==> src/sv/bop_pkg.sv <==
// Shared package for the blast overpressure cell pipeline.
// Holds the stage word type, register indexes, fixed-point constants, tables and rounding and saturation helpers.
// No dependencies.
package bop_pkg;

   // Defaults for the top-level parameters.
   localparam int GRID_SIZE_DEF  = 256;
   localparam int POLY_TERMS_DEF = 9;
   localparam int MAX_TERMS      = 16;

   // Cell counts of the fixed chains.
   localparam int SQ_STEPS  = 17;
   localparam int LOG_STEPS = 16;
   localparam int EXP_STEPS = 16;

   // Configuration register indexes.
   localparam logic [7:0] CSR_CENTER_ROW = 8'd0;
   localparam logic [7:0] CSR_CENTER_COL = 8'd1;
   localparam logic [7:0] CSR_CELL_SIZE  = 8'd2;
   localparam logic [7:0] CSR_INV_CBRT   = 8'd3;

   // Fixed-point constants.
   localparam logic signed [32:0] LOG10_2_Q30 = 33'sd323228497;
   localparam logic signed [32:0] LOG2_10_Q30 = 33'sd3566893133;
   localparam logic signed [32:0] U_SLOPE_Q16 = 33'sd88496;
   localparam logic signed [63:0] U_OFFSET_Q16 = -64'sd14048;
   localparam logic signed [63:0] EXP_BIAS_Q16 = 64'sd786432;
   localparam logic [8:0]         SPEED_SOUND = 9'd343;
   localparam logic [30:0]        ONE_Q30 = 31'h40000000;
   localparam logic signed [21:0] SAT_HI = 22'sh1FFFFF;
   localparam logic signed [21:0] SAT_LO = -22'sh200000;

   // One word moving down the pipeline; each stage uses the fields it needs.
   typedef struct packed {
      logic [7:0]         row;
      logic [7:0]         col;
      logic               reached;
      logic               zero_out;
      logic               max_out;
      logic [24:0]        t343;
      logic [32:0]        sq_v;
      logic [33:0]        sq_res;
      logic [23:0]        r;
      logic [39:0]        z;
      logic [5:0]         lp;
      logic [30:0]        man;
      logic [15:0]        frac;
      logic signed [21:0] val;
      logic signed [21:0] u;
      logic signed [9:0]  ip;
   } item_type;

   // Polynomial coefficients in Q.16, lowest order first.
   localparam logic signed [21:0] KB_COEF [MAX_TERMS] = '{
      22'sd171139, -22'sd110764, 22'sd528, 22'sd22069, -22'sd338, -22'sd5303,
      -22'sd314, 22'sd520, 22'sd50, 22'sd0, 22'sd0, 22'sd0, 22'sd0, 22'sd0,
      22'sd0, 22'sd0
   };

   // 2^(2^-k) in Q1.30 for k = 1..16.
   localparam logic [30:0] POW2_FRAC [EXP_STEPS] = '{
      31'd1518500250, 31'd1276901417, 31'd1170923762, 31'd1121280436,
      31'd1097253708, 31'd1085434106, 31'd1079572138, 31'd1076653033,
      31'd1075196443, 31'd1074468888, 31'd1074105294, 31'd1073923544,
      31'd1073832680, 31'd1073787251, 31'd1073764537, 31'd1073753181
   };

   // Signed product shifted right, rounded half away from zero.
   function automatic logic signed [63:0] mul_rnd(input logic signed [31:0] a,
                                                  input logic signed [32:0] b,
                                                  input int unsigned sh);
      logic        neg;
      logic [31:0] ua;
      logic [31:0] ub;
      logic [63:0] p;
      neg = a[31] ^ b[32];
      ua  = a[31] ? 32'(-a) : 32'(a);
      ub  = b[32] ? 32'(-b) : b[31:0];
      p   = ((64'(ua) * 64'(ub)) + (64'd1 << (sh - 1))) >> sh;
      return neg ? -$signed(p) : $signed(p);
   endfunction

   // Clamp to the signed Q6.16 range.
   function automatic logic signed [21:0] sat22(input logic signed [63:0] v);
      if (v > 64'(SAT_HI)) return SAT_HI;
      if (v < 64'(SAT_LO)) return SAT_LO;
      return 22'(v);
   endfunction

endpackage

==> src/sv/bop_log_cell.sv <==
// One squaring cell of the log2 fraction chain; yields one fraction bit.
// Depends on bop_pkg.
module bop_log_cell (
   input  logic              clock,
   input  logic              reset,
   input  logic              adv,
   input  logic              in_valid,
   input  bop_pkg::item_type in_item,
   output logic              out_valid,
   output bop_pkg::item_type out_item
);
   import bop_pkg::*;

   logic        valid_ff;
   item_type    item_ff;
   item_type    item_in;
   logic [61:0] sq;
   logic [31:0] m2;

   // Square the mantissa and renormalize when it reaches two.
   always_comb begin
      item_in = in_item;
      sq      = 62'(in_item.man) * 62'(in_item.man);
      m2      = sq[61:30];
      if (m2[31]) begin
         item_in.man  = m2[31:1];
         item_in.frac = {in_item.frac[14:0], 1'b1};
      end else begin
         item_in.man  = m2[30:0];
         item_in.frac = {in_item.frac[14:0], 1'b0};
      end
   end

   always_ff @(posedge clock) begin
      if (reset) begin
         valid_ff <= 1'b0;
      end else if (adv) begin
         valid_ff <= in_valid;
      end
      if (adv) begin
         item_ff <= item_in;
      end
   end

   assign out_valid = valid_ff;
   assign out_item  = item_ff;

endmodule

==> config.mk <==
export PLATFORM = sky130hd
export DESIGN_NAME = bop_log_cell
export DESIGN_NICKNAME = d
export VERILOG_FILES = /design/src/sv/bop_pkg.sv /design/src/sv/bop_log_cell.sv
export SDC_FILE = /design/constraint.sdc
export NUM_CORES = 2
export LEC_CHECK = 0
export ABC_AREA = 0
export BUFFER_PORTS_ARGS = -buffer_cell sky130_fd_sc_hd__buf_2
export CELL_PAD_IN_SITES_DETAIL_PLACEMENT = 1
export CELL_PAD_IN_SITES_GLOBAL_PLACEMENT = 1
export CORE_ASPECT_RATIO = 1.4
export CORE_MARGIN = 3
export CORE_UTILIZATION = 35
export CTS_CLUSTER_SIZE = 8
export DETAILED_ROUTE_END_ITERATION = 10
export PLACE_DENSITY_LB_ADDON = 0.1
export SYNTH_ARGS = -nofsm -noshare
export SYNTH_HDL_FRONTEND = slang
export SYNTH_SLANG_ARGS = --single-unit
==> constraint.sdc <==
create_clock -name clock -period 10.5 [get_ports clock]
set_clock_uncertainty 0.1 [all_clocks]
set_input_delay 1.575 -clock clock [delete_from_list [all_inputs] [get_ports clock]]
set_output_delay 1.575 -clock clock [all_outputs]
set_load 0.02 [all_outputs]
# Yosys cells after proc, flatten, opt, wreduce, memory -nomap -nowiden
# Index checks and enable logic that the tools add are counted.
# classes
mux,1
mul,1
# ops
op,count
multiplier 31 x 31 -> 62 bit,1
2-to-1 mux 46 bit,1
# totals
regBits,283
inputBits,286

# Longest topological paths before layout
# logic_depth
ltp_word,2
mapped_depth,30
mapped_depth_nobuf,27

# Worst setup path before layout
# No wires, ideal clock.
# synth_timing
path_kind,input to register
startpoint,input in_item[76] (netlist name)
endpoint,"register item_ff (netlist bit out_item[77]), data pin"
path_buffers,3
path_slack_ns,1.391
required_ns,10.140
cell_stages,27
setup_ns,0.260
arrival_time_ns,8.749
cell_sequence,clkbuf_1 > clkbuf_1 > nand2_1 > fa_1 > inv_1 > fa_1 > fa_1 > inv_1 > fa_1 > inv_1 > fa_1 > inv_1 > fa_1 > inv_1 > fa_1 > fa_1 > ha_1 > inv_1 > nor3_1 > a211oi_1 > a21oi_2 > o2111ai_1 > a2111o_1 > a21oi_2 > xnor2_2 > buf_2 > mux2_2
# synth_rtl
element,line_no,source
start: declaration,bop_log_cell.sv:8,"input bop_pkg::item_type in_item,"
end signal: assignment,bop_log_cell.sv:41,item_ff <= item_in;
end: declaration,bop_log_cell.sv:15,item_type item_ff;

==> results.txt <==
status -> finished, final reports clean
FFs w/ async S/R, synth -> 0%
Most used DFF post-synth -> edfxtp_1
routability cong. -> 0.835
endpoint class of the critical path -> flip-flop
fin nets -> 5147
CP Launch Type -> primary input
post-cts sizing count -> 0
Syn Area/Cell -> 11.1 sq um
Synth top area share -> 41.8%
layout cells sized above 1 -> 19.9%
Synth top cells by count -> inv_1 (911), fa_1 (747), nand2_1 (294), edfxtp_1 (282), ha_1 (269)
fin util -> 41.4%
CP dominant cell by count -> fa_1
Hold WC Path Type -> reg2reg
Post-CTS Repair Setup Buffers -> 0
Hold Path Stages -> 2
CP arrival -> 9.76 ns
Pins Over Slew Limit -> 0
worst r2r path cells -> 2
CP Class -> in2reg
vias per cell -> 4.65
Yosys warnings -> 0
final hold viol count -> 0
clk_lat worst skew -> 0.55 ns
Worst-Margin Slew -> 1.12 ns
Post-synth EDFFs -> 282
CP Data Required Time -> 10.68 ns
total grt overflow -> 0
setup slack, reg-to-reg -> 9.83 ns
CP max stage cell -> fa_1
syn nets -> 4538
worst relative slew slack -> 25.5%
TritonRoute pass-1 iters -> 4
Hold-fix buffers, CTS -> 0
# H-tree levels -> 2
first-pass GRT wire length -> 176000 microns
port bufs -> 567
row cnt -> 138
# DRC -> 0
Via Count -> 24121
initial core utilization -> 35.3%
most frequent cell after synthesis -> inv_1
sequential area share after synthesis -> 23.7%
min Tclk post-route -> 9.58 ns
Core ar. -> 0.101 sq mm
Area contributors post-synth -> fa_1 (42%), edfxtp_1 (24%), inv_1 (9.5%)
DP HPWL -> 99200 microns
clock slew at reported path FFs -> 0.05 ns
wire per inst -> 22.4 microns
io pins -> 569
Seq cells post-synth -> 283
die area -> 0.106 sq mm
clock root cell -> clkbuf_16
CTS tree -> built
Max Freq -> 104 MHz
Tcrit/Tclk final -> 91.2%
Global Route Usage Sum -> 22.2%
largest net degree at the start of global routing -> 167
Area Overhead vs Synth -> 17.2%
vias in the first global route -> 28313
Hold Path Sink -> out_valid
# setup viols final -> 0
final wirelength -> 116000 microns
chip height -> 384 microns
worst-path fanout max -> 17
max-cap violations -> 0
RSZ-0062 raised after global routing -> no
Synth area leader -> fa_1
CTS Sinks -> 283
Max clock buf depth -> 3
Horiz. Die Dim -> 276 microns
1st-iter DRT viols -> 890
initial antenna violation count -> 10
Worst R2R Start -> out_valid
post-route ant nets -> 0
Cells after Synth -> 3236
hold wc startpoint -> out_valid
Distinct cells, synth -> 58
Max stage delay on crit path -> 0.55 ns
Synth Cell Area -> 0.0358 sq mm
Setup Total Neg Slack -> 0 ns
Reg-to-Reg End -> out_valid
total CTS buffers -> 41
==> final cells by class <==
type | count | area [sq um]
timing repair buffer | 679 | 3780
sequential | 283 | 8490
clock inverter | 4 | 70.1
tap | 1330 | 1660
inverter | 914 | 3430
fill | 11426 | 59400
antenna | 2 | 5.00
multi-input combinational | 1926 | 23500
clock buffer | 49 | 1070
==> registers in the layout, indices dropped and copies added, names as in the netlist <==
| register | flops |
|---|---|
| out_item | 282 |
| out_valid | 1 |
==> metrics by stage <==
step	hold WS, ns	cell area [sq um]	cells	setup slack (ns)
floorplan	0.479	35800	3236	1.39
global placement	0.373	40800	5132	0.312
detailed placement	0.393	40800	5132	0.209
CTS	0.409	42000	5185	0.763
global route	0.451	42000	5185	0.415
finish	0.395	42000	5187	0.923
==> per-layer routing <==
metal	up-vias	share of wire (%)	GRT usage (%)
met4	0	2.8	5.61
met5	-	0	0
met1	12600	36	24.3
met2	493	57	44.1
li1	10891	-	-
met3	137	4.3	3.59
==> logic make-up after synthesis <==
family	after synthesis	share of synthesized area (%)
AOI/OAI and AO/OA	211	3.74
xor gates and xnor gates	58	1.44
adders and majority gates	1016	51.2
buffers and inverters	1027	10.8
DFF	283	23.7
muxes	30	0.912
and+or+nand+nor	611	8.25
==> cell usage in the layout, fill, tap and decap left out, types with 8 or more instances in the layout <==
master     synthesis  layout
buf_2              4     566
o21ai_0           40      40
and2_1           189     189
inv_1            911     911
nand3_1            8       8
and3_1             9       9
a21o_1            33      33
nand2b_1          11      11
clkbuf_16          0      41
xor2_1            28      28
edfxtp_1         282     282
mux2_2            21      21
fa_1             747     747
a21oi_1           76      76
xnor2_1           29      29
buf_4              1     105
nand2_1          294     294
nor2_1            50      50
ha_1             269     269
o21bai_1           9       9
mux2i_1            9       9
nand4_1           19      19
nor2b_1           10      10
==> critical path: cells and delay by family <==
family,cells,cell delay [ns]
and+or+nand+nor,2,0.65
adders and majority gates,9,4.21
xor gates and xnor gates,1,0.45
buffers and inverters,8,1.36
muxes,1,0.35
AOI/OAI and AO/OA,5,1.14
==> worst max path at each step <==
stage           startpoint           end  slack, ns  cells past startpoint
2_1_floorplan  in_item[76]  out_item[77]       1.39                     27
3_3_place_gp   in_item[74]  out_item[91]       0.31                     26
3_5_place_dp   in_item[87]  out_item[71]       0.21                     27
4_1_cts        in_item[87]  out_item[71]       0.76                     27
5_1_grt        in_item[87]  out_item[71]       0.42                     27
6_report       in_item[87]  out_item[71]       0.92                     26
Power is not shown: default switching activity piles up to over one toggle a cycle in this logic, so the estimate is an artifact.
