### src/sv/bop_pkg.sv
// Shared package for the blast overpressure cell pipeline.
// Holds the stage word type, register indexes, fixed-point constants, tables and rounding and saturation helpers.
// No dependencies.
package bop_pkg;

   // Defaults for the top-level parameters.
   localparam int GRID_SIZE_DEF  = 256;
   localparam int POLY_TERMS_DEF = 9;
   localparam int MAX_TERMS      = 16;

   // Cell counts of the fixed chains.
   localparam int SQ_STEPS  = 17;
   localparam int LOG_STEPS = 16;
   localparam int EXP_STEPS = 16;

   // Configuration register indexes.
   localparam logic [7:0] CSR_CENTER_ROW = 8'd0;
   localparam logic [7:0] CSR_CENTER_COL = 8'd1;
   localparam logic [7:0] CSR_CELL_SIZE  = 8'd2;
   localparam logic [7:0] CSR_INV_CBRT   = 8'd3;

   // Fixed-point constants.
   localparam logic signed [32:0] LOG10_2_Q30 = 33'sd323228497;
   localparam logic signed [32:0] LOG2_10_Q30 = 33'sd3566893133;
   localparam logic signed [32:0] U_SLOPE_Q16 = 33'sd88496;
   localparam logic signed [63:0] U_OFFSET_Q16 = -64'sd14048;
   localparam logic signed [63:0] EXP_BIAS_Q16 = 64'sd786432;
   localparam logic [8:0]         SPEED_SOUND = 9'd343;
   localparam logic [30:0]        ONE_Q30 = 31'h40000000;
   localparam logic signed [21:0] SAT_HI = 22'sh1FFFFF;
   localparam logic signed [21:0] SAT_LO = -22'sh200000;

   // One word moving down the pipeline; each stage uses the fields it needs.
   typedef struct packed {
      logic [7:0]         row;
      logic [7:0]         col;
      logic               reached;
      logic               zero_out;
      logic               max_out;
      logic [24:0]        t343;
      logic [32:0]        sq_v;
      logic [33:0]        sq_res;
      logic [23:0]        r;
      logic [39:0]        z;
      logic [5:0]         lp;
      logic [30:0]        man;
      logic [15:0]        frac;
      logic signed [21:0] val;
      logic signed [21:0] u;
      logic signed [9:0]  ip;
   } item_type;

   // Polynomial coefficients in Q.16, lowest order first.
   localparam logic signed [21:0] KB_COEF [MAX_TERMS] = '{
      22'sd171139, -22'sd110764, 22'sd528, 22'sd22069, -22'sd338, -22'sd5303,
      -22'sd314, 22'sd520, 22'sd50, 22'sd0, 22'sd0, 22'sd0, 22'sd0, 22'sd0,
      22'sd0, 22'sd0
   };

   // 2^(2^-k) in Q1.30 for k = 1..16.
   localparam logic [30:0] POW2_FRAC [EXP_STEPS] = '{
      31'd1518500250, 31'd1276901417, 31'd1170923762, 31'd1121280436,
      31'd1097253708, 31'd1085434106, 31'd1079572138, 31'd1076653033,
      31'd1075196443, 31'd1074468888, 31'd1074105294, 31'd1073923544,
      31'd1073832680, 31'd1073787251, 31'd1073764537, 31'd1073753181
   };

   // Signed product shifted right, rounded half away from zero.
   function automatic logic signed [63:0] mul_rnd(input logic signed [31:0] a,
                                                  input logic signed [32:0] b,
                                                  input int unsigned sh);
      logic        neg;
      logic [31:0] ua;
      logic [31:0] ub;
      logic [63:0] p;
      neg = a[31] ^ b[32];
      ua  = a[31] ? 32'(-a) : 32'(a);
      ub  = b[32] ? 32'(-b) : b[31:0];
      p   = ((64'(ua) * 64'(ub)) + (64'd1 << (sh - 1))) >> sh;
      return neg ? -$signed(p) : $signed(p);
   endfunction

   // Clamp to the signed Q6.16 range.
   function automatic logic signed [21:0] sat22(input logic signed [63:0] v);
      if (v > 64'(SAT_HI)) return SAT_HI;
      if (v < 64'(SAT_LO)) return SAT_LO;
      return 22'(v);
   endfunction

endpackage

### src/sv/bop_poly_cell.sv
// One Horner step of the overpressure polynomial.
// Depends on bop_pkg.
module bop_poly_cell #(
   parameter int COEF_IDX = 0
) (
   input  logic              clock,
   input  logic              reset,
   input  logic              adv,
   input  logic              in_valid,
   input  bop_pkg::item_type in_item,
   output logic              out_valid,
   output bop_pkg::item_type out_item
);
   import bop_pkg::*;

   logic     valid_ff;
   item_type item_ff;
   item_type item_in;

   // Multiply the running sum by U and add the next coefficient.
   always_comb begin
      item_in     = in_item;
      item_in.val = sat22(mul_rnd(32'(in_item.val), 33'(in_item.u), 16)
                          + 64'(KB_COEF[COEF_IDX]));
   end

   always_ff @(posedge clock) begin
      if (reset) begin
         valid_ff <= 1'b0;
      end else if (adv) begin
         valid_ff <= in_valid;
      end
      if (adv) begin
         item_ff <= item_in;
      end
   end

   assign out_valid = valid_ff;
   assign out_item  = item_ff;

endmodule

### config.mk
export PLATFORM = sky130hd
export DESIGN_NAME = bop_poly_cell
export DESIGN_NICKNAME = d
export VERILOG_FILES = /design/src/sv/bop_pkg.sv /design/src/sv/bop_poly_cell.sv
export SDC_FILE = /design/constraint.sdc
export NUM_CORES = 1
export LEC_CHECK = 0
export ABC_AREA = 1
export BUFFER_PORTS_ARGS = -buffer_cell sky130_fd_sc_hd__buf_4
export CORE_UTILIZATION = 66
export DETAILED_ROUTE_END_ITERATION = 8
export PLACE_DENSITY = 0.92
export RECOVER_POWER = 50
export SLEW_MARGIN = 40
export SYNTH_ARGS = -nofsm -noshare
export SYNTH_HDL_FRONTEND = slang
export SYNTH_SLANG_ARGS = --single-unit
### constraint.sdc
create_clock -name clock -period 31.8 [get_ports clock]
set_input_delay 6.36 -clock clock [delete_from_list [all_inputs] [get_ports clock]]
set_output_delay 6.36 -clock clock [all_outputs]
set_load 0.05 [all_outputs]
==> results of run 1 <==
[per-layer routing]
metal | GRT usage | overflow
met2 | 0.853 | 167
met4 | 0.557 | 108
met1 | 0.710 | 0
met3 | 0.526 | 4
met5 | 0.209 | 3
[kinds of logic after synthesis]
logic type,count (synthesis),share of synthesized area
xor gates and xnor gates,41,0.00805
and+or+nand+nor,1996,0.184
buffers and inverters,1498,0.124
muxes,1,0.000220
DFF,283,0.186
adders and majority gates,1185,0.473
other,2,0.000165
AOI/OAI and AO/OA,191,0.0233
[cells in the mapped netlist, types with 2 or more instances]
master | count | area, sq um
o21a_1 | 6 | 45.0
nand3_1 | 229 | 1150
nand4_1 | 22 | 138
buf_1 | 5 | 18.8
nor3_1 | 26 | 130
fa_1 | 897 | 18000
nand3_4 | 2 | 35.0
nand3_2 | 6 | 60.1
nor4_1 | 5 | 31.3
conb_1 | 2 | 7.51
inv_2 | 13 | 48.8
o21ai_2 | 3 | 26.3
buf_6 | 4 | 45.0
nor3_2 | 3 | 30.0
a21boi_0 | 4 | 30.0
xor2_1 | 28 | 245
buf_2 | 6 | 30.0
or2_2 | 17 | 106
o21ai_0 | 55 | 275
o21bai_1 | 12 | 90.1
nor2_2 | 24 | 150
clkinv_1 | 10 | 37.5
nand2_1 | 1044 | 3920
nand2_2 | 42 | 263
nand2_4 | 3 | 33.8
o21ai_1 | 4 | 20.0
xnor2_1 | 12 | 105
ha_1 | 288 | 3600
a21oi_1 | 91 | 455
a21o_1 | 6 | 45.0
a31oi_1 | 3 | 18.8
and2_1 | 2 | 12.5
nor2_4 | 9 | 101
nor2_1 | 535 | 2010
or3_1 | 2 | 12.5
edfxtp_1 | 282 | 8470
inv_1 | 1404 | 5270
nand3b_1 | 20 | 150
o211ai_1 | 2 | 15.0
clkbuf_1 | 55 | 206
[metrics by stage]
| step | instances | hold WS (ns) | util | worst slack [ns] | instance area [sq um] |
|---|---|---|---|---|---|
| after floorplan | 5735 | 0.733 | - | 15.44 | 47600 |
| after global placement | 7119 | 0.481 | 0.779 | 12.33 | 52700 |
| after detailed placement | 7120 | 0.526 | 0.779 | 12.72 | 52800 |
| after CTS | 7174 | 0.546 | 0.795 | 13.04 | 53800 |
==> summary.md, run 1 <==
The flow did not finish. Failing step: global routing. The first error in the log reads "[ERROR GRT-0116] Global routing finished with congestion. Check the congestion regions in the DRC Viewer". The die extent in x is 265 microns. The tree is rooted in a clkbuf_16. Yosys printed 0 warnings. The number of cells upsized or downsized after cts came out at 0. The run gives 0.675 as the combined global-route utilization of all metal layers.

The number of global-route vias before repair was 50,900; the number of buffers inserted by port buffering was 568. After clock tree synthesis, the flow added hold-fix buffers numbering 0. The floorplan has 95 rows. The synthesized area was 45,600 sq um; the y dimension of the die was 265 microns. Entering global routing, the biggest net connects 85 pins.

Detailed placement ended at an HPWL of 153,000 microns. After clock tree synthesis, the setup repair step added 0 buffers. Counting every instance in the synthesized netlist gives 5,197. The final global-route overflow total came out at 282. In this run the count of I/O pins placed on the die edge is 569. Averaged over all synthesized cells, the footprint is 8.76 sq um. The synthesized design contains 283 register bits. In this run the deepest clock path goes through 3 buffers. The count of flip-flops with a built-in enable after synthesis was 282; the global-route wire length before repair was 342,000 microns.

The post-synthesis cell type count came out at 54. In the synthesized netlist the dominant register cell turns out to be edfxtp_1. The number of sinks on the clock net is 283.

The tools report the sequential share of the synthesized area as 0.186. The tools report the effective utilization at floorplan as 0.672. Number of H-tree levels: 1. The placer congestion estimate came out at 1.07. Clock tree synthesis inserted a total of 30 buffers. The proportion of synthesized flip-flops having asynchronous set or reset came out at 0.
==> inputs of run 2 (changes only) <==
- CORE_UTILIZATION: 66 -> 40
- PLACE_DENSITY: 0.92 -> not set
- PLACE_DENSITY_LB_ADDON: not set -> 0.15
==> run 2 against run 1 <==
  * The flow now finishes, with violations (max-capacitance violations, max-slew violations)
  * Synthesized cell count unchanged
  * Synthesized area unchanged
==> summary.md, run 2 <==
Setup repair after global routing left no endpoint under its margin. The die covers 115,000 sq um. The layer flagged by global routing as most heavily used is met2.

The startpoint of the worst setup timing path was in_item[32]. Sorting the synthesized cells by area gives the leading types as fa_1 39%, edfxtp_1 19%, inv_1 12%. The logs give 0.267 for the combined global-route utilization of all metal layers and 53.0 MHz for the achievable frequency. The portion of synthesized cell area occupied by the leading cell type is 0.394 (unchanged), and the post-synthesis cell type count is 54 (unchanged). The classification of the worst-slack hold path is reg -> reg. Data arrives at the worst endpoint at 19.17 ns. The number of hold violations in the final report came out at 0. Worst slew margin relative to its limit: -1.70. Registers take 8490 sq um.

The logs give 132,000 microns (-13%) for the detailed placer's ending HPWL and 32.10 ns for the data required time of the worst path. The tools report the number of placement rows as 123 (+29%). The post-CTS setup buffer count is 0 (unchanged).

Share of layout cells above drive strength 1: 0.109. For the global routing met1 resource utilization, the log shows 0.346. Leaving out fill and tap cells, the most frequent cells in the layout are 1,402 x inv_1, 1,043 x nand2_1, 897 x fa_1. Flip-flop cell with the highest count after synthesis: edfxtp_1. The synthesized area is 45,600 sq um (unchanged), and the mean instance size in the synthesized netlist is 8.76 sq um (unchanged). The post-route clock period utilization was 0.593. The sequential share of the synthesized area came out at 0.186 (unchanged).

The design area is 54,500 sq um, and the met2 global-route usage is 0.441. The number of optimization iterations in the first detailed-route pass is 6. The logs give 33,500 sq um for the multi-input gate area in the final layout and 3 for the reported max-cap violation count. For the final routed database, the setup TNS stands at 0 ns. The placeable core region was 113,000 sq um; the worst setup margin was 12.93 ns. The startpoint of the worst register-to-register path is out_valid. The max-slew violation count is 177, and the final core utilization is 0.483.

The detail-routed via count per cell is 4.62, and the worst setup skew after layout is 0 ns. The first routing iteration left 2,298 violations. The logs give 0.0355 for the global-route met3 utilization and 37,600 for the number of global-route vias before repair.

Subtracting the final worst setup slack from the clock period gives 18.87 ns. The first global-routing pass estimated 229,000 microns of wire. The run finished, with violations left. For this run the aggregate overflow at the end of global routing stands at 0. Once detail routing completed, the nets flagged for antenna violations numbered 0. The cell that appears most often on the critical path is inv_1. In the final routed layout, each cell accounts on average for 19.1 microns. The number of buffers between clock root and the deepest sink is 3 (unchanged), and the pin count of the biggest net entering global routing is 107. The count of flip-flops with a built-in enable after synthesis works out to 282 (unchanged). Sorting the synthesized cells by how often they occur yields 1,404 x inv_1, 1,044 x nand2_1, 897 x fa_1. TritonCTS built the clock tree.

The y dimension of the die came out at 339 microns (+28%). The placer congestion estimate was 0.979 (-8.6%); the number of setup violations in the final report was 0. Clock-pin slew was measured on the worst setup and hold paths at 0.06 ns. Number of sinks on the clock net: 283 (unchanged).

Number of cells produced by synthesis: 5,197 (unchanged). Count of hold-fix buffers inserted at cts: 0 (unchanged). The run gives 0.404 (-0.268) as the effective utilization at floorplan. For the initial antenna violation count, the log shows 14. The top-level port count was 569 (unchanged). The transition time at the pin with the least slew margin came out at 4.05 ns. The final reports fail on max-capacitance violations, max-slew violations. The register with the most flip-flops in the layout has 282 of them.

Clock tree root driver cell: clkbuf_16. The clock reaches the later pin of the worst-skew pair after 0.56 ns. The die extent in x is 339 microns (+28%).

The largest individual stage delay along the critical path comes from the cell xor2_1. STA classifies the critical path endpoint as a flip-flop. The number of H-tree levels was 2 (+1); the layout overhead on the synthesized area was 19.6%. The run gives 53,600 sq um (+1.5%) as the total placed instance area.

The most common cell after layout, fill and taps aside is inv_1. The clock buffer count from CTS came out at 34 (+13%). For the DRC violations left, the log shows 0.

The worst slack at placement came out at 12.48 ns (-0.235 ns). The final-stage net count is 7,753. The total wire length is 149,000 microns. The number of buffers inserted by port buffering works out to 568 (unchanged).

The startpoint identified for the worst hold timing path is out_valid. The setup path with the least slack is of type in -> reg. The number of cells upsized or downsized after cts was 0 (unchanged).

The number of storage elements in the synthesis netlist is 283 (unchanged). In this design, the stage delay of the slowest critical-path cell is 0.72 ns. The synthesized design spends more area on one cell type than any other, namely fa_1. The most numerous cell in the Yosys netlist is inv_1. The synthesis warning total was 0 (unchanged). The tools report the nature of the critical path startpoint as a primary input. After filler insertion, the fill cell instance count of the layout stands at 11,200.

Maximum fanout count along the critical path: 21. The detailed router placed 36,100 vias in this run. The proportion of synthesized flip-flops having asynchronous set or reset was 0 (unchanged).
run 2: kinds of logic after synthesis:
group,count (synthesis),synth area share
simple gates,1996,0.184
buf+inv,1498,0.124
fa+ha+maj,1185,0.473
flops,283,0.186
compound gates,191,0.0233
xor+xnor,41,0.00805
other cells,2,0.000165
mux,1,0.000220
run 2: metal layers:
layer | part of all wire | vias to the layer above | wire length [microns]
met5 | 0.00023 | - | 34
met4 | 0.058 | 6 | 8590
met3 | 0.058 | 210 | 8730
met2 | 0.47 | 1140 | 70300
met1 | 0.41 | 17800 | 61600
li1 | - | 16900 | -
run 2: through the flow:
step | hold WS (ns) | cells
finish | 0.575 | 7810
global route | 0.601 | 7809
CTS | 0.568 | 7806
detailed placement | 0.558 | 7744
global placement | 0.556 | 7744
floorplan | 0.733 | 5735
run 2: worst paths after layout:
kind,depth (start not counted),slack [ns],endpoint
min reg2reg,2,0.57,out_valid
max reg2reg,2,31.06,out_valid
max,54,12.93,out_item[50]
min,2,0.57,out_valid
run 2: critical path: cells and delay by family:
kind,cells,cell delay [ns]
AO/OA/AOI/OAI,5,1.10
XOR/XNOR,1,0.72
adder cells (fa/ha/maj),10,4.96
buffers and inverters,14,2.36
AND/OR/NAND/NOR,24,3.66
run 2: layout make-up:
cell class                 count  area share
multi-input combinational   3954       0.615
clock buffer                  42      0.0164
antenna                        2   0.0000919
tap                         1500      0.0345
sequential                   283       0.156
clock inverter                20     0.00538
inverter                    1427      0.0984
timing repair buffer         582      0.0747
Power of run 2 is not shown: default switching activity piles up to over one toggle a cycle in this logic, so the estimate is an artifact.
