[config.mk]
export PLATFORM = sky130hd
export DESIGN_NAME = bop_sqrt_cell
export DESIGN_NICKNAME = d
export VERILOG_FILES = /design/src/sv/bop_pkg.sv /design/src/sv/bop_sqrt_cell.sv
export SDC_FILE = /design/constraint.sdc
export NUM_CORES = 1
export LEC_CHECK = 0
export ABC_AREA = 1
export ABC_CLOCK_PERIOD_IN_PS = 5900
export BUFFER_PORTS_ARGS = -buffer_cell sky130_fd_sc_hd__buf_2
export CORE_ASPECT_RATIO = 0.8
export CORE_MARGIN = 2
export CORE_UTILIZATION = 25
export DETAILED_ROUTE_END_ITERATION = 8
export GPL_TIMING_DRIVEN = 0
export SLEW_MARGIN = 20
export SYNTH_ARGS = -nofsm -noshare
export SYNTH_HDL_FRONTEND = slang
export SYNTH_SLANG_ARGS = --single-unit
[constraint.sdc]
create_clock -name clock -period 5.9 [get_ports clock]
set_input_delay 1.475 -clock clock [delete_from_list [all_inputs] [get_ports clock]]
set_output_delay 1.475 -clock clock [all_outputs]
set_load 0.01 [all_outputs]
[src/sv/bop_pkg.sv]
// Shared package for the blast overpressure cell pipeline.
// Holds the stage word type, register indexes, fixed-point constants, tables and rounding and saturation helpers.
// No dependencies.
package bop_pkg;

   // Defaults for the top-level parameters.
   localparam int GRID_SIZE_DEF  = 256;
   localparam int POLY_TERMS_DEF = 9;
   localparam int MAX_TERMS      = 16;

   // Cell counts of the fixed chains.
   localparam int SQ_STEPS  = 17;
   localparam int LOG_STEPS = 16;
   localparam int EXP_STEPS = 16;

   // Configuration register indexes.
   localparam logic [7:0] CSR_CENTER_ROW = 8'd0;
   localparam logic [7:0] CSR_CENTER_COL = 8'd1;
   localparam logic [7:0] CSR_CELL_SIZE  = 8'd2;
   localparam logic [7:0] CSR_INV_CBRT   = 8'd3;

   // Fixed-point constants.
   localparam logic signed [32:0] LOG10_2_Q30 = 33'sd323228497;
   localparam logic signed [32:0] LOG2_10_Q30 = 33'sd3566893133;
   localparam logic signed [32:0] U_SLOPE_Q16 = 33'sd88496;
   localparam logic signed [63:0] U_OFFSET_Q16 = -64'sd14048;
   localparam logic signed [63:0] EXP_BIAS_Q16 = 64'sd786432;
   localparam logic [8:0]         SPEED_SOUND = 9'd343;
   localparam logic [30:0]        ONE_Q30 = 31'h40000000;
   localparam logic signed [21:0] SAT_HI = 22'sh1FFFFF;
   localparam logic signed [21:0] SAT_LO = -22'sh200000;

   // One word moving down the pipeline; each stage uses the fields it needs.
   typedef struct packed {
      logic [7:0]         row;
      logic [7:0]         col;
      logic               reached;
      logic               zero_out;
      logic               max_out;
      logic [24:0]        t343;
      logic [32:0]        sq_v;
      logic [33:0]        sq_res;
      logic [23:0]        r;
      logic [39:0]        z;
      logic [5:0]         lp;
      logic [30:0]        man;
      logic [15:0]        frac;
      logic signed [21:0] val;
      logic signed [21:0] u;
      logic signed [9:0]  ip;
   } item_type;

   // Polynomial coefficients in Q.16, lowest order first.
   localparam logic signed [21:0] KB_COEF [MAX_TERMS] = '{
      22'sd171139, -22'sd110764, 22'sd528, 22'sd22069, -22'sd338, -22'sd5303,
      -22'sd314, 22'sd520, 22'sd50, 22'sd0, 22'sd0, 22'sd0, 22'sd0, 22'sd0,
      22'sd0, 22'sd0
   };

   // 2^(2^-k) in Q1.30 for k = 1..16.
   localparam logic [30:0] POW2_FRAC [EXP_STEPS] = '{
      31'd1518500250, 31'd1276901417, 31'd1170923762, 31'd1121280436,
      31'd1097253708, 31'd1085434106, 31'd1079572138, 31'd1076653033,
      31'd1075196443, 31'd1074468888, 31'd1074105294, 31'd1073923544,
      31'd1073832680, 31'd1073787251, 31'd1073764537, 31'd1073753181
   };

   // Signed product shifted right, rounded half away from zero.
   function automatic logic signed [63:0] mul_rnd(input logic signed [31:0] a,
                                                  input logic signed [32:0] b,
                                                  input int unsigned sh);
      logic        neg;
      logic [31:0] ua;
      logic [31:0] ub;
      logic [63:0] p;
      neg = a[31] ^ b[32];
      ua  = a[31] ? 32'(-a) : 32'(a);
      ub  = b[32] ? 32'(-b) : b[31:0];
      p   = ((64'(ua) * 64'(ub)) + (64'd1 << (sh - 1))) >> sh;
      return neg ? -$signed(p) : $signed(p);
   endfunction

   // Clamp to the signed Q6.16 range.
   function automatic logic signed [21:0] sat22(input logic signed [63:0] v);
      if (v > 64'(SAT_HI)) return SAT_HI;
      if (v < 64'(SAT_LO)) return SAT_LO;
      return 22'(v);
   endfunction

endpackage

[src/sv/bop_sqrt_cell.sv]
// One digit cell of the pipelined integer square root.
// Depends on bop_pkg.
module bop_sqrt_cell #(
   parameter int STEP = 0
) (
   input  logic              clock,
   input  logic              reset,
   input  logic              adv,
   input  logic              in_valid,
   input  bop_pkg::item_type in_item,
   output logic              out_valid,
   output bop_pkg::item_type out_item
);
   import bop_pkg::*;

   localparam logic [33:0] BIT = 34'(1) << (32 - 2 * STEP);

   logic     valid_ff;
   item_type item_ff;
   item_type item_in;
   logic [33:0] sum;

   // Try the current root bit against the remainder.
   always_comb begin
      item_in = in_item;
      sum     = in_item.sq_res + BIT;
      if ({1'b0, in_item.sq_v} >= sum) begin
         item_in.sq_v   = 33'({1'b0, in_item.sq_v} - sum);
         item_in.sq_res = (in_item.sq_res >> 1) + BIT;
      end else begin
         item_in.sq_res = in_item.sq_res >> 1;
      end
   end

   always_ff @(posedge clock) begin
      if (reset) begin
         valid_ff <= 1'b0;
      end else if (adv) begin
         valid_ff <= in_valid;
      end
      if (adv) begin
         item_ff <= item_in;
      end
   end

   assign out_valid = valid_ff;
   assign out_item  = item_ff;

endmodule

# == Yosys cells after proc, flatten, opt, wreduce, memory -nomap -nowiden ==
# Cells that the tools add are included.
# totals
ff_bits,283
input_bits,286
output_inout_bits,283
word_cells,24
# op_classes
n_addsub,3
n_lt_le_gt_ge,1
mux,2
# op_table
operator,n
33-bit 2-to-1 mux,2
"33-bit by 33-bit adder with 34-bit output, second input constant",1
"34-bit by 33-bit adder with 34-bit output, second input constant",1
33-bit by 34-bit greater-or-equal comparator with 1-bit output,1
33-bit subtractor,1

# == Logic depth before layout (Yosys ltp) ==
# Gate-level depths: netlist (run 1).
# logic_depth
ltp_word,3
ltp_mapped,16
depth_no_buf,15

# == Worst setup path before layout (run 1) ==
# No wires, ideal clock.
# synth_timing
path_type,input -> register
from,input in_item[205] in the netlist's numbering
to,"register item_ff (netlist bit out_item[236]), data pin"
t_arrival_ns,2.877
required_ns,5.647
path_slack_ns,2.770
stages,13
path_cell_list,inv_1 -> ha_1 -> inv_1 -> fa_1 -> nand3_1 -> nand3_2 -> nand2_1 -> nand2_1 -> nand2_1 -> nand2_4 -> buf_4 -> nand3_1 -> nand2_1
# synth_lines
element,line_no,text
from (decl),bop_sqrt_cell.sv:10,"input bop_pkg::item_type in_item,"
to (signal assigned),bop_sqrt_cell.sv:42,item_ff <= item_in;
to (decl),bop_sqrt_cell.sv:19,item_type item_ff;

==> results by group, run 1 <==
Outcome
  • Outcome: finished, final reports clean

CTS
  • Hold buffers post-CTS: 0
  • Clk_lat worst skew: 590 ps
  • Clk root buf: clkbuf_16
  • CTS tree: built
  • # resized after CTS: 0
  • Clk sink count: about 280
  • Clk slew on worst S/H paths: 60 ps
  • Num CTS Buffers: 31
  • Setup Buffers After CTS: 0
  • H-tree depth: 1
  • Clk buf depth: 3

Synth
  • Most frequent cells after synthesis: nand2_1, edfxtp_1, inv_1
  • Post-synthesis net count: around 1300
  • Sequential fraction of the synthesis area: 0.724
  • Ys Warns: 0
  • Area share of the largest cell type after synthesis: 0.722
  • Synth Flop Type: edfxtp_1
  • Async set-reset flop share out of synthesis: 0
  • Post-Synthesis Cells: 972
  • Library cells used by synthesis: 28
  • Largest cells by area after synthesis: edfxtp_1, nand2_1, inv_1, ha_1, nand3_1
  • Mean post-synth cell area: about 12 sq um
  • Post-Synthesis Cell Area: roughly 12000 sq um
  • Number of synthesized flops with an enable pin: 282
  • Most frequent cell after synthesis: nand2_1
  • #FFs+latches synth: 283
  • Synth area leader: edfxtp_1

STA
  • Fmax: between 0.3 and 0.4 GHz
  • Final Max Tran Viols: 0
  • Fin. Hold Viols: 0
  • Setup ws final: 2790 ps
  • Layout Skew: 0 ps
  • Worst-margin pin slew: about 670 ps
  • RSZ-0062 raised after global routing: no
  • Post-route minimum period: 3110 ps
  • Period utilization: 0.527
  • Slew headroom: 0.553
  • Setup TNS: 0 ps
  • Final setup violation count: 0

Worst setup path
  • Critical path launch point: in_item[205]
  • WP data arrival: 3450 ps
  • Worst-path cell chain: buf_2 > inv_1 > ha_1 > inv_1 > fa_1 > nand2_1 > nand2_1 > nand3_1 > nand2_1 > nand2_1 > nand2_1 > nand2_1 > nand3b_1 > nand3_1 > nand2_1
  • Crit-path most repeated cell: nand2_1
  • CP peak stage delay: 440 ps
  • Crit Path Max Fanout: 4
  • Worst Setup Start Kind: input port
  • Setup CP Type: input port to flop
  • Max stage delay cell, worst path: fa_1
  • Required time worst endpoint: between 6000 and 7000 ps
  • Crit. End Element: flop
  • Worst R2R Start: out_valid$_SDFFE_PP0P_

Global routing
  • Grt peak-use layer: met2
  • Initial antenna violation count: 28
  • Vias in the first global route: between 9000 and 10000
  • Met1 Usage GRT: 0.223
  • M2 GR Usage: 0.337
  • Largest net degree at the start of global routing: about 110
  • Grt ovf: 0
  • Wire length of the first global-routing pass: 66.1 mm
  • Total track usage: 0.194
  • Global routing usage on met3: 0.0804

Floorplanning
  • Ports: 569
  • Starting density of the core: 0.255
  • Height of the chip: approximately 200 microns
  • Std-Cell Rows: 70
  • Die area: 48600 sq um
  • CORE AREA: around 46000 sq um
  • Die X: 246 microns

Power and ir drop
  • Peak supply drop: 0.000231 V
  • Sequential Power Share: 0.475
  • Int Pwr: around 3.7 mW
  • Sw frac: 0.280
  • Pwr Density: 315 nW/um^2
  • Clock power frac: 0.371
  • P_sw: 1.45 mW
  • Comb pwr share: 0.154
  • Leakage power total: slightly below 8 nW

Finish
  • Final std cells w/o fill: 2220
  • Syn-to-layout area delta: 39.8%
  • Share of cells above drive strength 1: 0.409
  • Post-layout nets: 1895

Detailed routing
  • Vias: 9188
  • DRC: 0
  • First drt pass iteration count: 5
  • Avg WL per Cell: approximately 22 microns
  • Iter 0 DRT Violations: 601
  • Vias/cell: a little over 4
  • Final wirelength: 49.5 mm
  • Final ANT Viol Nets: 0

Worst hold path
  • Hold Crit Start: out_valid$_SDFFE_PP0P_
  • Hold crit path type: flop to flop

Placement
  • Gpl congestion: 0.891
  • Final HPWL DP: 40.7 mm
  • Pre-CTS worst setup slack: 2200 ps
  • Post-Place Cells: around 2200
  • IO buf count: 568

Run
  • Max_cap viols: 0
[sequential cells by signal, summed over array words and instances (netlist names)]
register / flops
out_item: 282
out_valid: 1
[metrics by stage]
stage	hold slack, ps	util	power (mW)	area [sq um]
floorplan	528	-	2.83	11700
global placement	473	0.333	3.31	15300
detailed placement	502	0.335	3.30	15400
CTS	518	0.356	5.23	16400
global route	580	0.356	5.37	16400
finish	510	0.357	5.16	16400
[power by group through the flow]
| stage | Combinational, mW | Sequential, mW | Clock, mW |
|---|---|---|---|
| finish | 0.795 | 2.45 | 1.91 |
| global route | 0.873 | 2.47 | 2.03 |
| CTS | 0.818 | 2.45 | 1.96 |
| detailed placement | 0.812 | 2.49 | 0 |
| global placement | 0.806 | 2.51 | 0 |
| floorplan | 0.248 | 2.59 | 0 |
[metal layers]
metal / vias up / share of wire
met5: - / 0.0028
met1: 4354 / 0.38
met2: 331 / 0.50
met3: 72 / 0.099
li1: 4409 / -
met4: 22 / 0.022
[logic make-up (layout without fill, tap and decap cells)]
logic type / count (synthesis) / after routing / synth area share
muxes: 1 / 1 / 0.000854
xor gates and xnor gates: 14 / 14 / 0.0105
other: 0 / 9 / 0
DFF: 283 / 283 / 0.724
buffers and inverters: 166 / 793 / 0.0566
adders and majority gates: 34 / 34 / 0.0369
and+or+nand+nor: 452 / 452 / 0.161
AOI/OAI and AO/OA: 22 / 22 / 0.00961
[path summary, 6_finish.rpt]
check	cells past startpoint	slack, ps	endpoint
worst max-delay path	15	2790	out_item[233]$_DFFE_PP_
worst min-delay path	2	510	out_valid$_SDFFE_PP0P_
worst max register to register	2	5300	out_valid$_SDFFE_PP0P_
worst min register to register	2	510	out_valid$_SDFFE_PP0P_
[placed cells by master (no fill, tap or decap), drive strengths merged, types with 13 or more instances in the layout]
master | netlist | routed
ha | 33 | 33
nor2 | 48 | 48
inv | 160 | 165
buf | 6 | 576
a21oi | 20 | 20
nand3 | 35 | 35
xor2 | 13 | 13
edfxtp | 282 | 282
nand2 | 340 | 340
clkbuf | 0 | 34
[layout make-up]
| class | instances | area [sq um] |
|---|---|---|
| sequential | 283 | 8490 |
| timing repair buffer | 570 | 2910 |
| tap | 612 | 766 |
| inverter | 160 | 603 |
| buffer | 6 | 60.1 |
| antenna | 9 | 22.5 |
| multi-input combinational | 523 | 2570 |
| fill | 4750 | 29600 |
| clock inverter | 23 | 188 |
| clock buffer | 34 | 787 |
[worst max-delay path, delay by kind of cell]
| kind | cells | cell delay, ps |
|---|---|---|
| and+or+nand+nor | 10 | 1140 |
| buffers and inverters | 3 | 250 |
| adders and majority gates | 2 | 580 |
(Power assumes the default switching activity.)
==> run 2, diff against run 1 <==
- ABC_AREA: 1 -> 0
- ABC_CLOCK_PERIOD_IN_PS: 5900 -> 2700
- CORE_AREA: unset -> 2 2 218 220
- CORE_ASPECT_RATIO: 0.8 -> unset
- CORE_MARGIN: 2 -> unset
- CORE_UTILIZATION: 25 -> unset
- DIE_AREA: unset -> 0 0 220 222
- clock period: 5.9 -> 2.7 ns (I/O delays scaled with it)
==> results by group, run 2 <==
Outcome
  • Outcome: complete, but fails checks
  • Failing checks: negative setup slack

Worst setup path
  • Delay-heaviest family, CP: compound AO/OA/AOI/OAI gates
  • Worst Setup Start Kind: input port
  • Critical path depth in cells: 16 (+1)
  • Max stage delay cell, worst path: fa_2
  • CP peak stage delay: 360 ps (-80 ps)
  • Critical path launch point: in_item[205]
  • Worst R2R Start: out_valid$_SDFFE_PP0P_
  • WP data arrival: 3110 ps (-340 ps)
  • R2R cell count: 2 (unchanged)
  • R2r setup slk: 2130 ps (-3170 ps)
  • Setup CP Type: input port to flop
  • Worst Setup EP: out_item[215]$_DFFE_PP_
  • Crit. End Element: flop
  • Buf/Inv on CP: 6 (+3)
  • Crit Path Max Fanout: 7 (+3)
  • Required time worst endpoint: 2970 ps (-3270 ps)
  • Crit-path most repeated cell: buf_12
  • Worst-path cell chain: buf_8 > inv_12 > ha_4 > inv_2 > fa_2 > a211oi_4 > o21ai_2 > nand2_2 > o31ai_4 > o21ai_4 > a21oi_4 > a21oi_4 > buf_12 > buf_12 > buf_12 > mux2_4
  • RR Endpoint: out_valid$_SDFFE_PP0P_

Run
  • Max_cap viols: 0 (unchanged)

CTS
  • Clk sink count: 283 (unchanged)
  • Clk_lat worst skew: 530 ps (-60 ps)
  • H-tree depth: 2 (+1)
  • Hold buffers post-CTS: 0 (unchanged)
  • Clk root buf: clkbuf_16
  • CTS tree: built
  • Num CTS Buffers: 35 (+13%)
  • Clk slew on worst S/H paths: 50 ps (about the same)
  • Clk buf depth: 3 (unchanged)

STA
  • Setup ws final: -143 ps (-2930 ps)
  • Final Max Tran Viols: 0 (unchanged)
  • Worst-margin pin slew: 567 ps (-104 ps)
  • WHS: 293 ps (-218 ps)
  • Period utilization: 1.05
  • Final setup violation count: 30 (+30)
  • Fin. Hold Viols: 0 (unchanged)
  • RSZ-0062 raised after global routing: yes
  • Slew headroom: 0.622 (+0.0696)
  • Post-route minimum period: 2840 ps
  • Layout Skew: 0 ps (unchanged)
  • Fmax: 0.352 GHz

Synth
  • Post-synthesis net count: 914 (-29%)
  • Ys Warns: 0 (unchanged)
  • Synth Flop Type: edfxtp_1
  • #FFs+latches synth: 283 (unchanged)
  • Sequential fraction of the synthesis area: 0.781 (+0.0566)
  • Number of synthesized flops with an enable pin: 282 (unchanged)
  • Post-Synthesis Cells: 594 (-39%)
  • Synth area leader: edfxtp_1
  • Largest cells by area after synthesis: edfxtp_1, ha_1, mux2_4, xnor2_1, a21oi_1
  • Async set-reset flop share out of synthesis: 0 (unchanged)
  • Post-Synthesis Cell Area: 10900 sq um (-7.2%)
  • Mean post-synth cell area: 18.3 sq um (+52%)
  • Library cells used by synthesis: 50 (+79%)
  • Most frequent cell after synthesis: edfxtp_1
  • Most frequent cells after synthesis: edfxtp_1, inv_1, ha_1
  • Area share of the largest cell type after synthesis: 0.779 (+0.0564)

Finish
  • Share of cells above drive strength 1: 0.611 (+0.202)
  • Most frequent cells in the layout: buf_2, edfxtp_1, inv_1, clkbuf_16, buf_4
  • Post-layout nets: 1556 (-18%)
  • Most common cell after layout, fill and taps aside: buf_2
  • Post-layout instance area: 16500 sq um (+0.94%)
  • Syn-to-layout area delta: 52.2%
  • Final std cells w/o fill: 1877 (-15%)
  • Number of flip-flops in the largest register: 282 (unchanged)
  • Fill count: 4535 (-4.5%)
  • Final Util: 0.358 (+0.00119)

Floorplanning
  • Die X: 220 microns (-11%)
  • Starting density of the core: 0.235 (-0.0199)
  • Height of the chip: 222 microns (+12%)
  • Ports: 569 (unchanged)
  • CORE AREA: 46300 sq um (+0.60%)
  • Die area: 48800 sq um (+0.39%)
  • Std-Cell Rows: 79 (+13%)

Detailed routing
  • Vias/cell: 4.24 (+2.4%)
  • First drt pass iteration count: 4 (-1)
  • Avg WL per Cell: 21.8 microns (-2.3%)
  • DRC: 0 (unchanged)
  • Final wirelength: 40.9 mm (-17%)
  • Final ANT Viol Nets: 0 (unchanged)
  • Iter 0 DRT Violations: 428 (-29%)
  • Vias: 7951 (-13%)

Global routing
  • Vias in the first global route: 8144 (-10%)
  • Wire length of the first global-routing pass: 55.5 mm (-16%)
  • Grt ovf: 0 (unchanged)
  • Largest net degree at the start of global routing: 104 (-2.8%)
  • Initial antenna violation count: 20 (-29%)
  • Total track usage: 0.159 (-0.0351)

Placement
  • DP Area: 14700 sq um (-4.7%)
  • Post-Place Cells: 1772 (-18%)
  • IO buf count: 568 (unchanged)
  • Gpl congestion: 0.861 (-3.3%)
  • Final HPWL DP: 31.7 mm (-22%)

Power and ir drop
  • Pwr Density: 713 nW/um^2 (+130%)
  • Leakage power total: 7.08 nW (-9.0%)
  • Peak supply drop: 0.000681 V (+200%)

Worst hold path
  • Hold crit path type: input port to flop
  • WHS Path Cells: 2 (unchanged)
[run 2: changes by cell type after synthesis, sizes merged, moves of 5 or more]
cell and delta:
inv -119, nand2 -321, xnor2 +23, and2 -7, o21ai +18, nand3 -29
a21o +12, a21oi +15, nor2 -33, mux2 +31, nand3b -11, clkbuf +5
[run 2: worst min-delay path by stage]
stage | start | end | slack (ps)
2_1_floorplan | out_valid$_SDFFE_PP0P_ | out_valid$_SDFFE_PP0P_ | 530
3_3_place_gp | out_valid$_SDFFE_PP0P_ | out_valid$_SDFFE_PP0P_ | 470
3_5_place_dp | out_valid$_SDFFE_PP0P_ | out_valid$_SDFFE_PP0P_ | 480
4_1_cts | in_item[142] | out_item[142]$_DFFE_PP_ | 250
5_1_grt | in_item[90] | out_item[90]$_DFFE_PP_ | 270
6_report | reset | out_valid$_SDFFE_PP0P_ | 290
[run 2: cell type report]
type	count	area, sq um	area share
Clock inverter	21	204	0.0123
Tap cell	607	759	0.0459
Buffer	4	71.3	0.00431
Clock buffer	42	902	0.0545
Timing Repair Buffer	611	3350	0.202
Antenna cell	8	20.0	0.00121
Sequential cell	283	8490	0.513
Inverter	41	169	0.0102
Multi-Input combinational cell	260	2580	0.156
[run 2: what timing repair did]
action / in CTS / in global routing
cloned: 2 / 0
resized for setup: 56 / 34
pin swaps: 28 / 23
setup buffers: 27 / 12
setup endpoints to repair: 35 / 34
[run 2: layer usage]
layer / wire, microns / track usage
met1: 14000 / 0.158
met2: 21400 / 0.295
met3: 3890 / 0.0632
met4: 1440 / 0.0541
met5: 136 / 0
[run 2: through the flow]
stage	setup TNS [ps]	power, mW	setup WS, ps
detailed placement	-40720	7.13	-1230
global placement	-920910	7.13	-3180
CTS	-1720	12.0	-118
floorplan	-12910	6.21	-412
finish	-2650	11.8	-143
global route	-4260	12.3	-206
[run 2: logic make-up (layout without fill, tap and decap cells)]
family          count (synthesis)  in the layout  synth area share
flops                         283            283             0.781
other cells                     0              8                 0
compound gates                 99             99            0.0604
fa+ha+maj                      34             34            0.0398
simple gates                   60             60            0.0264
xor+xnor                       33             33            0.0266
mux                            34             34            0.0438
buf+inv                        51            719            0.0223
[run 2: where the power goes]
| group | internal, mW | total [mW] | switching, mW |
|---|---|---|---|
| Clock | 2.62 | 4.55 | 1.94 |
| Combinational | 0.882 | 1.89 | 1.01 |
| Sequential | 5.26 | 5.35 | 0.0924 |
==> run 3, diff against run 2 <==
- CORE_AREA: 2 2 218 220 -> 2 2 220 222
- CTS_BUF_LIST: unset -> sky130_fd_sc_hd__clkbuf_8
- DIE_AREA: 0 0 220 222 -> 0 0 222 224
==> results by group, run 3 (synthesized netlist as in run 2, its figures left out) <==
Worst setup path
  • Crit Path Max Fanout: 8 (+1)
  • R2R cell count: 2 (unchanged)
  • WP data arrival: 3110 ps (about the same)
  • Setup CP Type: input port to flop
  • Worst Setup Start Kind: input port
  • Worst R2R Start: out_valid$_SDFFE_PP0P_
  • Crit. End Element: flop
  • Required time worst endpoint: 3050 ps (+80 ps)
  • R2r setup slk: 2120 ps (about the same)
  • RR Endpoint: out_valid$_SDFFE_PP0P_

Detailed routing
  • DRC: 0 (unchanged)
  • DR WL met2: 21.3 mm (-0.46%)
  • Final wirelength: 40.6 mm (-0.67%)
  • Vias: 7929 (-0.28%)
  • Met3 WL: 3.94 mm (+1.5%)
  • M1 wire length: 13.8 mm (-0.99%)
  • Final ANT Viol Nets: 0 (unchanged)
  • First drt pass iteration count: 4 (unchanged)
  • Iter 0 DRT Violations: 435 (+1.6%)
  • Vias/cell: 4.18 (-1.3%)
  • DR top layer: met5
  • Avg WL per Cell: 21.4 microns (-1.7%)

Global routing
  • Grt ovf: 0 (unchanged)
  • Wire length of the first global-routing pass: 55.3 mm (-0.24%)
  • Vias in the first global route: 8183 (+0.48%)
  • Initial antenna violation count: 22 (+10%)
  • Largest net degree at the start of global routing: 103 (-0.96%)
  • Total track usage: 0.155 (-0.00395)

Outcome
  • Failing checks: negative setup slack
  • Outcome: complete, but fails checks

STA
  • Setup TNS: -1190 ps (+1470 ps)
  • Post-route minimum period: 2760 ps (-86.6 ps)
  • RSZ-0062 raised after global routing: yes
  • Worst-margin pin slew: 562 ps (-4.35 ps)
  • Layout Skew: 0 ps (unchanged)
  • Slew headroom: 0.625 (+0.00290)
  • Final setup violation count: 31 (+3.3%)
  • Final Max Tran Viols: 0 (unchanged)
  • Fin. Hold Viols: 0 (unchanged)
  • Setup ws final: -56.8 ps (+86.6 ps)
  • Period utilization: 1.02 (-0.0321)
  • Fmax: 0.363 GHz (+3.1%)

Finish
  • Syn-to-layout area delta: 48.7%
  • Number of flip-flops in the largest register: 282 (unchanged)
  • Most common cell after layout, fill and taps aside: buf_2
  • Post-layout nets: 1560 (+0.26%)
  • Share of cells above drive strength 1: 0.599 (-0.0119)
  • Final Util: 0.342 (-0.0161)
  • Final std cells w/o fill: 1897 (+1.1%)
  • Most frequent cells in the layout: buf_2, edfxtp_1, clkbuf_8, inv_1

Floorplanning
  • CORE AREA: 47300 sq um (+2.3%)
  • Height of the chip: 224 microns (+0.90%)
  • Die area: 49700 sq um (+1.8%)
  • Std-Cell Rows: 80 (+1.3%)
  • Ports: 569 (unchanged)
  • Die X: 222 microns (+0.91%)
  • Starting density of the core: 0.230 (-0.00539)

CTS
  • Clk buf depth: 3 (unchanged)
  • Clk root buf: clkbuf_8
  • H-tree depth: 2 (unchanged)
  • Clk slew on worst S/H paths: 60 ps (about the same)
  • Clk_lat worst skew: 620 ps (+90 ps)
  • Clk sink count: 283 (unchanged)
  • Hold buffers post-CTS: 0 (unchanged)
  • Num CTS Buffers: 51 (+46%)
  • CTS tree: built

Placement
  • Post-Place Cells: 1780 (+0.45%)
  • IO buf count: 568 (unchanged)
  • Gpl congestion: 0.789 (-8.4%)
  • Pre-CTS worst setup slack: -1250 ps (-19.7 ps)
  • Final HPWL DP: 31.8 mm (+0.42%)

Worst hold path
  • Hold Crit Start: reset
  • Hold EP: out_valid$_SDFFE_PP0P_
  • Hold crit path type: input port to flop
  • WHS Path Cells: 2 (unchanged)

Run
  • Max_cap viols: 0 (unchanged)

Power and ir drop
  • Leakage power total: 7.01 nW (-0.96%)
  • Peak supply drop: 0.000421 V (-38%)
  • Pwr Density: 681 nW/um^2 (-4.4%)
## run 3: timing repair
action	CTS	global route
pin swaps	20	28
cloned	1	1
resized for setup	36	27
endpoints found under the setup margin	35	35
setup buffers	12	16
## run 3: worst max-delay path by stage
stage | slack [ps] | start | cells after the start | end
after floorplan | -410 | in_item[205] | 13 | out_item[210]$_DFFE_PP_
after global placement | -3170 | adv | 3 | out_valid$_SDFFE_PP0P_
after detailed placement | -1250 | in_item[178] | 12 | out_item[214]$_DFFE_PP_
after CTS | -60 | in_item[205] | 16 | out_item[229]$_DFFE_PP_
after global routing | -90 | in_item[205] | 15 | out_item[206]$_DFFE_PP_
final | -60 | in_item[205] | 15 | out_item[217]$_DFFE_PP_
## run 3: power breakdown
part	switching [mW]	internal (mW)	leakage [nW]	total, mW
combinational	0.982	0.823	3.70	1.81
sequential	0.0928	5.26	2.77	5.36
clock	1.87	1.99	0.537	3.86
total	2.94	8.08	7.01	11.0
## run 3: cell type report
class | instances | area (sq um)
inverters | 41 | 166
multi-input cells | 260 | 2510
diodes | 5 | 12.5
clock inverters | 38 | 239
repair buffers | 600 | 3220
flip-flops and latches | 283 | 8490
clock buffers | 52 | 716
plain buffers | 3 | 51.3
well taps | 615 | 769
fillers | 4762 | 31200
## run 3: per-layer routing
| layer | vias up | track usage |
|---|---|---|
| met5 | - | 0 |
| met4 | 28 | 0.0547 |
| met3 | 99 | 0.0721 |
| met2 | 346 | 0.283 |
| met1 | 3858 | 0.153 |
| li1 | 3598 | - |
## run 3: worst max-delay path, stage by stage
cell and delay, ps:
buf_8 110, inv_12 40, ha_4 120, inv_2 40, fa_2 400, a211oi_4 250, o21ai_2 100, nand2_2 130
o31ai_4 100, o21ai_4 240, a21oi_4 100, a21oi_4 180, buf_12 160, clkbuf_16 170, mux2_4 290
## run 3: stage by stage
| stage | cell area [sq um] | hold WS (ps) | power, mW |
|---|---|---|---|
| 6_report | 16200 | 201 | 11.0 |
| 5_1_grt | 16200 | 148 | 11.5 |
| 4_1_cts | 15900 | 135 | 11.2 |
| 3_5_place_dp | 14700 | 484 | 7.13 |
| 3_3_place_gp | 14600 | 474 | 7.12 |
| 2_1_floorplan | 11000 | 528 | 6.21 |
